File: config.mk
export PLATFORM = sky130hd
export DESIGN_NAME = signed_integer_text_parser
export DESIGN_NICKNAME = d
export VERILOG_FILES = /design/src/rtl/sitp_pkg.sv /design/src/rtl/sitp_step.sv /design/src/rtl/signed_integer_text_parser.sv
export SDC_FILE = /design/constraint.sdc
export NUM_CORES = 1
export LEC_CHECK = 0
export ABC_AREA = 1
export BUFFER_PORTS_ARGS = -buffer_cell sky130_fd_sc_hd__buf_2
export CAP_MARGIN = 40
export CORE_ASPECT_RATIO = 0.6
export CORE_MARGIN = 8
export CORE_UTILIZATION = 40
export DETAILED_ROUTE_END_ITERATION = 8
export SYNTH_ARGS = -nofsm -noshare
export SYNTH_HDL_FRONTEND = slang
export SYNTH_HIERARCHICAL = 1
export SYNTH_SLANG_ARGS = --single-unit
File: constraint.sdc
create_clock -name clk_i -period 7.5 [get_ports clk_i]
set_input_delay 1.125 -clock clk_i [delete_from_list [all_inputs] [get_ports clk_i]]
set_output_delay 1.125 -clock clk_i [all_outputs]
set_load 0.01 [all_outputs]
File: src/rtl/sitp_pkg.sv
package sitp_pkg;

  // character codes
  localparam logic [7:0] CH_0     = 8'h30;
  localparam logic [7:0] CH_9     = 8'h39;
  localparam logic [7:0] CH_UA    = 8'h41;
  localparam logic [7:0] CH_UZ    = 8'h5A;
  localparam logic [7:0] CH_LA    = 8'h61;
  localparam logic [7:0] CH_LZ    = 8'h7A;
  localparam logic [7:0] CH_UX    = 8'h58;
  localparam logic [7:0] CH_LX    = 8'h78;
  localparam logic [7:0] CH_MINUS = 8'h2D;
  localparam logic [7:0] CH_PLUS  = 8'h2B;
  localparam logic [7:0] CH_SPACE = 8'h20;
  localparam logic [7:0] CH_TAB   = 8'h09;
  localparam logic [7:0] CH_CR    = 8'h0D;

  // radix codes
  localparam logic [5:0] BASE_AUTO  = 6'd0;
  localparam logic [5:0] BASE_OCT   = 6'd8;
  localparam logic [5:0] BASE_DEC   = 6'd10;
  localparam logic [5:0] BASE_HEX   = 6'd16;
  localparam logic [5:0] BASE_MAX   = 6'd36;
  localparam logic [5:0] BASE_RESET = BASE_DEC;

  // character count limit
  localparam int unsigned MAX_LEN = 255;
  localparam int unsigned COUNT_LIMIT = (MAX_LEN < 255) ? MAX_LEN : 255;
  localparam logic [7:0] COUNT_CAP = 8'(COUNT_LIMIT);

  typedef enum logic [3:0] {
    PH_BLANK  = 4'b0001,
    PH_SIGN   = 4'b0010,
    PH_DIGITS = 4'b0100,
    PH_HEXPFX = 4'b1000
  } parse_phase_e;

  typedef struct packed {
    logic [7:0] char_code;
    logic       string_start;
  } in_item_t;

  typedef struct packed {
    logic              parse_done;
    logic signed [31:0] parsed_value;
    logic [7:0]        end_offset;
  } out_item_t;

  typedef struct packed {
    parse_phase_e phase;
    logic         negative;
    logic [31:0]  acc;
    logic [5:0]   base;
    logic         undecided;
    logic [7:0]   count;
    logic         finished;
  } parse_state_t;

  typedef struct packed {
    logic        done;
    logic        negative;
    logic [31:0] mag;
    logic [7:0]  count;
  } step_res_t;

  localparam parse_state_t STATE_CLEAR = '{
    phase:     PH_BLANK,
    negative:  1'b0,
    acc:       32'd0,
    base:      6'd0,
    undecided: 1'b0,
    count:     8'd0,
    finished:  1'b0
  };

endpackage

File: src/rtl/sitp_step.sv
module sitp_step (
  input  sitp_pkg::parse_state_t state_i,
  input  sitp_pkg::in_item_t     item_i,
  input  logic [5:0]             number_base_i,
  output sitp_pkg::parse_state_t state_o,
  output sitp_pkg::step_res_t    res_o
);

  sitp_pkg::parse_state_t cur;
  sitp_pkg::parse_state_t nxt;
  logic       done;
  logic [7:0] c;
  logic [7:0] c_off;
  logic       dv;
  logic [5:0] dval;
  logic       blank;
  logic [7:0] cnt_inc;
  logic [7:0] cnt_dec;
  logic [5:0] b_eff;
  logic       fd_ok;
  logic [5:0] fd_base;
  logic       fd_undec;
  logic [5:0] mul_base;
  logic [31:0] mac;
  logic       is_x;

  // a new string starts from a cleared state
  assign cur = item_i.string_start ? sitp_pkg::STATE_CLEAR : state_i;
  assign c   = item_i.char_code;

  // digit decode
  always_comb begin
    dv    = 1'b1;
    c_off = 8'd0;
    if (c >= sitp_pkg::CH_0 && c <= sitp_pkg::CH_9) begin
      c_off = c - sitp_pkg::CH_0;
    end else if (c >= sitp_pkg::CH_UA && c <= sitp_pkg::CH_UZ) begin
      c_off = c - sitp_pkg::CH_UA + 8'd10;
    end else if (c >= sitp_pkg::CH_LA && c <= sitp_pkg::CH_LZ) begin
      c_off = c - sitp_pkg::CH_LA + 8'd10;
    end else begin
      dv = 1'b0;
    end
    dval = c_off[5:0];
  end

  assign blank = (c == sitp_pkg::CH_SPACE) || (c >= sitp_pkg::CH_TAB && c <= sitp_pkg::CH_CR);
  assign is_x  = (c == sitp_pkg::CH_LX) || (c == sitp_pkg::CH_UX);

  // saturating count and the step back for a dangling x
  assign cnt_inc = (cur.count < sitp_pkg::COUNT_CAP) ? cur.count + 8'd1 : cur.count;
  assign cnt_dec = (cur.count != 8'd0) ? cur.count - 8'd1 : 8'd0;

  // radix selection at the first digit
  assign b_eff = (number_base_i > sitp_pkg::BASE_MAX) ? sitp_pkg::BASE_MAX : number_base_i;

  always_comb begin
    if (b_eff == sitp_pkg::BASE_AUTO) begin
      fd_ok    = (c == sitp_pkg::CH_0) ||
                 (dv && dval >= 6'd1 && dval <= 6'd9 && c <= sitp_pkg::CH_9);
      fd_base  = (c == sitp_pkg::CH_0) ? sitp_pkg::BASE_OCT : sitp_pkg::BASE_DEC;
      fd_undec = (c == sitp_pkg::CH_0);
    end else begin
      fd_ok    = dv && (dval < b_eff);
      fd_base  = b_eff;
      fd_undec = (b_eff == sitp_pkg::BASE_HEX) && (c == sitp_pkg::CH_0);
    end
  end

  // one multiply-add per character
  assign mul_base = (cur.phase == sitp_pkg::PH_HEXPFX) ? sitp_pkg::BASE_HEX : cur.base;
  assign mac      = 32'(cur.acc * 32'(mul_base)) + 32'(dval);

  // phase sequencing
  always_comb begin
    nxt  = cur;
    done = 1'b0;
    if (!cur.finished) begin
      unique case (cur.phase)
        sitp_pkg::PH_BLANK, sitp_pkg::PH_SIGN: begin
          if (blank) begin
            nxt.count = cnt_inc;
          end else if (cur.phase == sitp_pkg::PH_BLANK && c == sitp_pkg::CH_MINUS) begin
            nxt.negative = 1'b1;
            nxt.phase    = sitp_pkg::PH_SIGN;
            nxt.count    = cnt_inc;
          end else if (cur.phase == sitp_pkg::PH_BLANK && c == sitp_pkg::CH_PLUS) begin
            nxt.phase = sitp_pkg::PH_SIGN;
            nxt.count = cnt_inc;
          end else if (fd_ok) begin
            nxt.base      = fd_base;
            nxt.undecided = fd_undec;
            nxt.acc       = 32'(dval);
            nxt.phase     = sitp_pkg::PH_DIGITS;
            nxt.count     = cnt_inc;
          end else begin
            nxt.acc      = 32'd0;
            nxt.count    = 8'd0;
            nxt.finished = 1'b1;
            done         = 1'b1;
          end
        end
        sitp_pkg::PH_DIGITS: begin
          nxt.undecided = 1'b0;
          if (cur.undecided && is_x) begin
            nxt.base  = sitp_pkg::BASE_HEX;
            nxt.phase = sitp_pkg::PH_HEXPFX;
            nxt.count = cnt_inc;
          end else if (dv && dval < cur.base) begin
            nxt.acc   = mac;
            nxt.count = cnt_inc;
          end else begin
            nxt.finished = 1'b1;
            done         = 1'b1;
          end
        end
        sitp_pkg::PH_HEXPFX: begin
          if (dv && dval < sitp_pkg::BASE_HEX) begin
            nxt.acc   = mac;
            nxt.phase = sitp_pkg::PH_DIGITS;
            nxt.count = cnt_inc;
          end else begin
            nxt.count    = cnt_dec;
            nxt.finished = 1'b1;
            done         = 1'b1;
          end
        end
        default: begin
          nxt = cur;
        end
      endcase
    end
  end

  assign state_o = nxt;

  always_comb begin
    res_o.done     = done;
    res_o.negative = nxt.negative;
    res_o.mag      = nxt.acc;
    res_o.count    = nxt.count;
  end

endmodule

File: src/rtl/signed_integer_text_parser.sv
// Streaming signed integer parser, one character per transfer.
// Input channel (in_valid_i/in_ready_o/in_data_i) carries a character code and a
// string_start flag that clears the parse state before the character is used.
// Output channel (out_valid_o/out_ready_i/out_data_o) returns one result per
// character: parse_done marks the character that ends the number, parsed_value
// is the running or final signed value and end_offset the consumed count.
// An input transfer reaches the output through one input register, then one
// pass through the step logic into the result register. Throughput is one
// character per cycle while the receiver does not stall; the parse state loop
// (one 32x6 multiply-add plus phase decode) is one combinational pass.
// When the receiver stalls, the result register holds and the input register
// takes one more character; after that in_ready_o drops until the output moves.
// Reset clears both registers' valid bits, the parse state and sets the radix
// register to 10. cfg_we_i writes number_base (0 selects auto-detection); it is
// meant to be written only while no character is in flight.
module signed_integer_text_parser (
  input  logic                clk_i,
  input  logic                rst_ni,
  input  logic                in_valid_i,
  output logic                in_ready_o,
  input  sitp_pkg::in_item_t  in_data_i,
  output logic                out_valid_o,
  input  logic                out_ready_i,
  output sitp_pkg::out_item_t out_data_o,
  input  logic                cfg_we_i,
  input  logic [5:0]          cfg_wdata_i
);

  logic                   s0_valid_q;
  sitp_pkg::in_item_t     s0_item_q;
  logic                   res_valid_q;
  sitp_pkg::step_res_t    res_q;
  sitp_pkg::step_res_t    res_d;
  sitp_pkg::parse_state_t st_q;
  sitp_pkg::parse_state_t st_d;
  logic [5:0]             base_q;
  logic                   advance;

  // step moves when the result register is free or being drained
  assign advance    = s0_valid_q && (!res_valid_q || out_ready_i);
  assign in_ready_o = !s0_valid_q || advance;

  sitp_step u_step (
    .state_i       (st_q),
    .item_i        (s0_item_q),
    .number_base_i (base_q),
    .state_o       (st_d),
    .res_o         (res_d)
  );

  // control registers
  always_ff @(posedge clk_i or negedge rst_ni) begin
    if (!rst_ni) begin
      s0_valid_q  <= 1'b0;
      res_valid_q <= 1'b0;
      st_q        <= sitp_pkg::STATE_CLEAR;
      base_q      <= sitp_pkg::BASE_RESET;
    end else begin
      if (in_ready_o) begin
        s0_valid_q <= in_valid_i;
      end
      if (advance) begin
        res_valid_q <= 1'b1;
        st_q        <= st_d;
      end else if (out_ready_i) begin
        res_valid_q <= 1'b0;
      end
      if (cfg_we_i) begin
        base_q <= cfg_wdata_i;
      end
    end
  end

  // payload registers
  always_ff @(posedge clk_i) begin
    if (in_valid_i && in_ready_o) begin
      s0_item_q <= in_data_i;
    end
    if (advance) begin
      res_q <= res_d;
    end
  end

  // output with sign applied
  assign out_valid_o             = res_valid_q;
  assign out_data_o.parse_done   = res_q.done;
  assign out_data_o.parsed_value = $signed(res_q.negative ? (32'd0 - res_q.mag) : res_q.mag);
  assign out_data_o.end_offset   = res_q.count;

  // a reported end leaves the parse finished
  a_done_finishes: assert property (@(posedge clk_i) disable iff (!rst_ni)
    (advance && res_d.done) |=> st_q.finished)
    else $error("parse end did not latch finished");

  // no second end without a new string
  a_single_end: assert property (@(posedge clk_i) disable iff (!rst_ni)
    (advance && st_q.finished && !s0_item_q.string_start) |-> !res_d.done)
    else $error("second parse end within one string");

  // count stays within its cap
  a_count_cap: assert property (@(posedge clk_i) disable iff (!rst_ni)
    st_q.count <= sitp_pkg::COUNT_CAP)
    else $error("consumed count above cap");

  // input back-pressure only when both stages are full and output stalls
  a_ready_cause: assert property (@(posedge clk_i) disable iff (!rst_ni)
    !in_ready_o |-> (s0_valid_q && res_valid_q && !out_ready_i))
    else $error("input stalled without cause");

endmodule
### Yosys cells after proc, flatten, opt, wreduce, memory -nomap -nowiden

Cells that the tools add are included.

* output and inout port bits: 43
* input port bits: 20
* flip-flop bits (word level): 112

* add/sub/neg operators: 9
* equality and inequality tests: 11
* muxes and demuxes: 54
* reduce and logical (&&, ||, !) cells: 27
* multiply operators: 1
* $lt $le $gt $ge: 15

Operator list (count)
* two-way mux 32 bit: 4
* two-way mux 53 bit: 2
* one-hot mux 32 bit (3 select lines): 1
* two-way mux 39 bit: 2
* two-way mux 8 bit: 9
* two-way mux 6 bit: 8
* two-way mux 44 bit: 1
* adder 32 x 6 -> 32 bit: 1
* equality test 8 x 6 -> 1 bit, second input constant: 4
* multiplier 32 x 6 -> 32 bit: 1
* subtractor 1 x 32 -> 32 bit, first input constant: 1
* one-hot mux 9 bit (3 select lines): 1
* two-way mux 4 bit: 5
* equality test 8 x 7 -> 1 bit, second input constant: 2
* >= comparator 8 x 7 -> 1 bit, second input constant: 2
* <= comparator 8 x 7 -> 1 bit, second input constant: 2
* logical AND 1 bit: 16
* two-way mux 1 bit: 16
* one-hot mux 7 bit (2 select lines): 1
* adder 6 x 4 -> 6 bit, second input constant: 2
* less-than comparator 6 bit: 2
* one-hot mux 4 bit (3 select lines): 1
* subtractor 6 bit, second input constant: 2
* adder 8 x 1 -> 8 bit, second input constant: 1
* 25 further kinds: 30

### Logic depth before layout (Yosys ltp)

Gate-level depths: netlist of the first run.

* depth after elaboration: 17
* gate-level depth with buffers: 34
* depth with buffers taken out: 32

### Hierarchy

Netlist of the first run, hierarchy kept.

By module, submodules not included
* sitp_step: area an instance 8908.5 µm², cells an instance 1379, instances 1
* signed_integer_text_parser: area an instance 4957.3 µm², cells an instance 532, instances 1

### Worst setup path before layout of the first run

OpenSTA, ideal clock, no wires.

* kind: reg-to-reg
* start point: register s0_item_q[0] (netlist bit)
* end point: register st_q[43] (netlist bit)
* data arrival time: 5652 ps
* clock period less this slack: 5717 ps
* setup time: 65 ps
* slack: 1783 ps
* path buffers: 2
* data required time: 7435 ps
* stages on the path, launching flop included: 34
* cell sequence: edfxtp_1 buf_6 inv_4 nand2_1 nor3_4 nor2_1 clkinv_1 nor2_1 fa_1 inv_1 fa_1 inv_1 fa_1 inv_1 fa_1 inv_1 ha_1 nand2_1 a21oi_1 nor2_1 a21oi_1 or2_2 a21oi_1 inv_1 a21oi_1 o21ai_0 nand2_1 nand2_1 nand2_1 nand2_1 o21ai_1 buf_4 nand2_1 nand2_1

RTL lines
* start, declared: line signed_integer_text_parser.sv:30 `sitp_pkg::in_item_t s0_item_q;`
* start signal, assigned: line signed_integer_text_parser.sv:77 `s0_item_q <= in_data_i;`
* end signal, assigned: line signed_integer_text_parser.sv:56 `st_q <= sitp_pkg::STATE_CLEAR;`
* end signal, assigned: line signed_integer_text_parser.sv:64 `st_q <= st_d;`
* end, declared: line signed_integer_text_parser.sv:34 `sitp_pkg::parse_state_t st_q;`

==> flow_summary.yaml, run 1 <==
yosys:
  synth_area_per_cell_um2: 7.26
  yosys_warnings: 6
  ys_ff_latch: 112
  synth_edf_count: 51
  synth_ff_type: "dfrtp_1"
  synthCells: 1911
  syn_nets: 2130
  ys_seq_area_frac: 0.221
  syn-cell-area_um2: 13900
  async_flop_share: 0.545
  yosys.cell_types.count: 60
global_route:
  grt_start_max_net_pins: 75
  grt_pass1_vias: 12000
  grt_first_pass_wirelength_um: 70300
  track_usage: 0.217
  grt_antenna_before_repair: 0
  grt_overflow: 0
clock_tree:
  root_buffer: "clkbuf_16"
  tritoncts: "built"
  path_clk_slew_ps: 80
  hold_buffers: 0
  cts_buffers: 9
  cts_resized: 0
  post_cts_buffers: 0
  clock_latency_ps: 380
  h-tree-depth: 3
  cts_sinks: 112
  cts_max_path_buffers: 2
finish:
  utilization: 0.429
  drive_above_1_share: 0.0954
  diodes: 0
  fin_nets: 2121
  syn2layout_area_growth_pct: 4.94
timing:
  fin_crit_sh: 0.895
  worst_slew_margin_rel: 0.423
  rsz0062_at_grt: "false"
  worstMarginPinSlew_ps: 866
  finalSetupTns_ps: 0
  clock_skew_ps: 10.1
  fin_crit_ps: 6710
  setup_viol: 0
  max_freq_ghz: 0.149
  timing.final.hold_violations: 0
  drv_slew: 0
detailed_routing:
  drt_wl_total_um: 44600
  route.detailed.drc: 0
  wl_per_cell_um: 18.9
  first_iter_violations: 1138
  firstDrtPassIters: 5
  vias: 12600
  antenna_left: 0
  vias_per_cell: 5.31
floorplanning:
  core.rowCount: 52
  core_um2: 33900
  die_y_um: 160
  die_w_um: 256
  die_area_um2: 41100
  ios: 63
  initial_core_util: 0.409
placement:
  port_buffers: 62
  place_hpwl_um: 35900
  globalplace.congestion: 0.937
power_and_ir_drop:
  vdd_ir_drop_max_uv: 127
  switching_power_mw: 1.58
  p_leak_nw: 7.45
  switching_share: 0.511
  p_per_area_nw_per_um2: 212
  p_seq_frac: 0.305
  clkPwrFrac: 0.155
  intPower_mw: 1.51
  comb_power_share: 0.541
critical_path:
  critPathMaxFanout: 14
  cpMaxStageDelayCell: "fa_1"
  critPathRequiredTime_ps: 7820
  arrival_ps: 7040
  ff2ff_setup_slack_ps: 790
  cp_common_cell: "nand2_1"
  slowest_delay_ps: 550
  critPathKind: "reg -> reg"
  worstSetupStartpointType: "flop"
  endpoint_kind: "flop"
min_path:
  hp-class: "reg -> reg"
run_status:
  run_status: "complete, no violations"
job:
  cap_violations: 0
synth_stat cells, drive strengths merged, types with 6 or more instances:
master	instances	area, µm²
xor2	29	262
xnor2	19	166
clkbuf	17	63.8
buf	80	557
dfrtp	58	1450
nor3	36	196
fa	112	2240
edfxtp	51	1530
o211ai	11	82.6
inv	232	876
nand2	558	2160
nor2	288	1230
nand3	104	541
nand4	12	75.1
o21bai	6	45.0
a21oi	78	417
mux2	6	67.6
o21ai	84	428
or2	6	37.5
ha	87	1090
cells by family (layout without fill, tap and decap cells):
family                   count (synthesis)  in the layout  synth area share
AO/OA/AOI/OAI                          201            201            0.0831
XOR/XNOR                                48             48            0.0309
multiplexers                             6              6           0.00487
AND/OR/NAND/NOR                       1014           1014             0.312
flip-flops                             112            112             0.221
buffers and inverters                  331            327             0.108
adder cells (fa/ha/maj)                199            199             0.240
cell usage in the layout (no fill, tap or decap), types with 16 or more instances in the layout:
cell	netlist	layout
xnor2_1	19	19
nor2_1	263	263
ha_1	87	87
xor2_1	28	28
nand3_1	100	100
inv_2	17	16
o21ai_1	16	16
o21ai_0	66	66
edfxtp_1	51	51
dfrtp_1	58	58
inv_1	213	213
fa_1	112	112
nand2_1	541	541
nor3_1	34	34
a21oi_1	73	73
buf_2	13	62
metrics by stage:
step                instance area [µm²]  total power, mW  hold WS (ps)  worst slack (ps)  instances
floorplan                         13900             2.11           449              1780       1911
global placement                  14200             2.55           463               965       2347
detailed placement                14300             2.57           465               893       2350
CTS                               14600             3.05           484               853       2366
global route                      14600             3.31           511               318       2366
finish                            14600             3.09           483               785       2366
worst max-delay path: cells and delay by family (launching register included):
kind / cells / cell delay [ps]
DFF: 1 / 520
adders and majority gates: 5 / 2090
and+or+nand+nor: 11 / 1570
AOI/OAI and AO/OA: 6 / 1320
buffers and inverters: 9 / 1140
power groups by stage:
| stage | clock [mW] | sequential [mW] | combinational (mW) |
|---|---|---|---|
| detailed placement | 0 | 0.946 | 1.62 |
| CTS | 0.488 | 0.938 | 1.63 |
| finish | 0.477 | 0.940 | 1.67 |
| global route | 0.507 | 0.958 | 1.84 |
| global placement | 0 | 0.951 | 1.60 |
| floorplan | 0 | 0.889 | 1.22 |
worst paths after layout:
check	startpoint	to	cells past startpoint
worst max-delay path	s0_item_q[0]$_DFFE_PP_	st_q[46]$_DFFE_PN0P_	31
worst min-delay path	st_q[17]$_DFFE_PN0P_	st_q[17]$_DFFE_PN0P_	2
worst min register to register	st_q[17]$_DFFE_PN0P_	st_q[17]$_DFFE_PN0P_	2
max in group asynchronous	rst_ni	st_q[34]$_DFFE_PN0P_	3
min in group asynchronous	rst_ni	st_q[4]$_DFFE_PN0P_	2
worst max register to register	s0_item_q[0]$_DFFE_PP_	st_q[46]$_DFFE_PN0P_	31
final cells by class:
cell class	instances	area, µm²
fill	3516	19300
multi-input combinational	1468	9300
tap	459	574
clock buffer	11	233
inverter	234	885
clock inverter	5	38.8
sequential	112	3060
timing repair buffer	77	458
sequential cells by signal, summed over array words and instances (netlist names):
register and cells:
base_q 6, out_data_o 9, out_valid_o 1, res_q 33, s0_item_q 9, s0_valid_q 1, st_q 53
routing by layer:
metal  wire (µm)  track usage  vias up
li1            -            -     5979
met3        6140       0.0977       20
met1       22600        0.339     5988
met4         236       0.0335        0
met2       15700        0.265      586
met5           0            0        -
Power figures use the tool's default switching activity.
==> run 2, diff against run 1 <==
--- a/config.mk
+++ b/config.mk
@@ -8,7 +8,6 @@
 export ABC_AREA = 1
 export BUFFER_PORTS_ARGS = -buffer_cell sky130_fd_sc_hd__buf_2
 export CAP_MARGIN = 40
-export CORE_ASPECT_RATIO = 0.6
 export CORE_MARGIN = 8
 export CORE_UTILIZATION = 40
 export DETAILED_ROUTE_END_ITERATION = 8
==> run 2 against run 1 <==
Compared with the run above: fmax up 1.1%; total power down 1.4%; global-route usage down 2.2 points; clock power up 13%; non-clock buffer count unchanged; setup slack better by 73 ps; wire length down 11%; sequential share of layout area about the same; critical path depth down 1; critical endpoint is now st_q[43]$_DFFE_PN0P_; largest power group unchanged.
==> flow_summary.yaml, run 2 (synthesized netlist as in run 1, its figures left out) <==
floorplanning:
  die_area_um2: 40900
  ios: 63
  initial_core_util: 0.403
  core.rowCount: 68
  die_y_um: 202
  core_um2: 34400
  die_w_um: 202
power_and_ir_drop:
  finalPower_mw: 3.04
  switching_share: 0.499
  switching_power_mw: 1.52
  comb_power_share: 0.516
  p_seq_frac: 0.307
  intPower_mw: 1.52
  p_leak_nw: 7.46
  clkPwrFrac: 0.177
  p_per_area_nw_per_um2: 209
  vdd_ir_drop_max_uv: 157
finish:
  fin_nets: 2121
  diodes: 0
  largest_reg_flops: 53
  final_cell_mix: "nand2_1, nor2_1, inv_1"
  drive_above_1_share: 0.0965
  final_common_cell: "nand2_1"
  syn2layout_area_growth_pct: 5.13
  top_register: "st_q"
  regArea_um2: 3060
  nFillCells: 3581
  top_regs: "st_q (53), res_q (33)"
  multiInputGateArea_um2: 9300
critical_path:
  cp_common_cell: "nand2_1"
  worstSetupStartpointType: "flop"
  rr_endpoint: "st_q[43]$_DFFE_PN0P_"
  critPathKind: "reg -> reg"
  critPathRequiredTime_ps: 7820
  crit_buf_inv: 6
  critPathMaxFanout: 15
  slowest_delay_ps: 520
  endpoint_kind: "flop"
  timing.critical_path.max_delay_family: "adder cells"
  reg2reg_depth: 30
  timing.rr.start: "s0_item_q[0]$_DFFE_PP_"
  cpMaxStageDelayCell: "edfxtp_1"
  arrival_ps: 6970
  ff2ff_setup_slack_ps: 860
timing:
  worst_slew_margin_rel: 0.432
  rsz0062_at_grt: "false"
  fin_crit_ps: 6640
  worstMarginPinSlew_ps: 851
  setup_viol: 0
  max_freq_ghz: 0.151
  fin_crit_sh: 0.886
  clock_skew_ps: 18.4
  timing.final.hold_violations: 0
  finalSetupTns_ps: 0
  drv_slew: 0
  whs_ps: 488
detailed_routing:
  vias: 12300
  route.detailed.drc: 0
  antenna_left: 0
  wl_per_cell_um: 16.8
  firstDrtPassIters: 5
  vias_per_cell: 5.22
  drt_wl_total_um: 39700
  first_iter_violations: 991
clock_tree:
  tritoncts: "built"
  root_buffer: "clkbuf_16"
  cts_max_path_buffers: 2
  path_clk_slew_ps: 100
  post_cts_buffers: 0
  hold_buffers: 0
  cts_resized: 0
  h-tree-depth: 3
  cts_buffers: 9
  clock_latency_ps: 400
  cts_sinks: 112
global_route:
  grt_antenna_before_repair: 0
  grt_pass1_vias: 12400
  grt_overflow: 0
  grt_start_max_net_pins: 56
  track_usage: 0.196
  grt_first_pass_wirelength_um: 65000
min_path:
  worstHoldStart: "st_q[2]$_DFFE_PN0P_"
  holdPathEnd: "st_q[2]$_DFFE_PN0P_"
  whs_path_depth: 2
  hp-class: "reg -> reg"
run_status:
  run_status: "complete, no violations"
placement:
  port_buffers: 62
  globalplace.congestion: 0.913
  place_hpwl_um: 31500
job:
  cap_violations: 0
## run 2: per-layer routing
metal,share of wire,wire length [µm],track usage
met1,0.47,18500,0.267
met2,0.45,17900,0.313
met3,0.061,2430,0.0330
met4,0.021,853,0.0629
met5,0,0,0
## run 2: layout make-up
class | instances | share of cell area
tap | 455 | 0.0391
inverter | 234 | 0.0607
clock buffer | 9 | 0.0154
sequential | 112 | 0.210
clock inverter | 7 | 0.00644
multi-input combinational | 1468 | 0.638
timing repair buffer | 77 | 0.0304
## run 2: worst max-delay path by stage
stage                                start                   end  slack, ps  cells past startpoint
CTS                 s0_item_q[0]$_DFFE_PP_  st_q[43]$_DFFE_PN0P_        900                     31
finish              s0_item_q[0]$_DFFE_PP_  st_q[43]$_DFFE_PN0P_        860                     30
detailed placement  s0_item_q[0]$_DFFE_PP_  st_q[46]$_DFFE_PN0P_        950                     29
floorplan           s0_item_q[0]$_DFFE_PP_  st_q[43]$_DFFE_PN0P_       1780                     33
global placement    s0_item_q[0]$_DFFE_PP_  st_q[43]$_DFFE_PN0P_       1050                     31
global route        s0_item_q[0]$_DFFE_PP_  st_q[43]$_DFFE_PN0P_        360                     30
## run 2: worst register-to-register path: cells and delay by family, from the launching register on
kind / cells / cell delay, ps
AO/OA/AOI/OAI: 6 / 940
flip-flops: 1 / 520
buffers and inverters: 6 / 1000
adder cells (fa/ha/maj): 5 / 2160
AND/OR/NAND/NOR: 13 / 1940
## run 2: power groups by stage
| stage | Clock [mW] | Combinational [mW] | Sequential (mW) |
|---|---|---|---|
| 6_report | 0.539 | 1.57 | 0.934 |
| 3_5_place_dp | 0 | 1.56 | 0.943 |
| 4_1_cts | 0.555 | 1.56 | 0.934 |
| 5_1_grt | 0.568 | 1.75 | 0.951 |
| 3_3_place_gp | 0 | 1.53 | 0.949 |
| 2_1_floorplan | 0 | 1.22 | 0.889 |
## run 2: stage by stage
stage	area [µm²]	worst slack (ps)	cells	utilization
2_1_floorplan	13900	1780	1911	-
3_3_place_gp	14200	1050	2343	0.414
3_5_place_dp	14300	946	2346	0.415
4_1_cts	14600	895	2362	0.424
5_1_grt	14600	360	2362	0.424
6_report	14600	858	2362	0.424
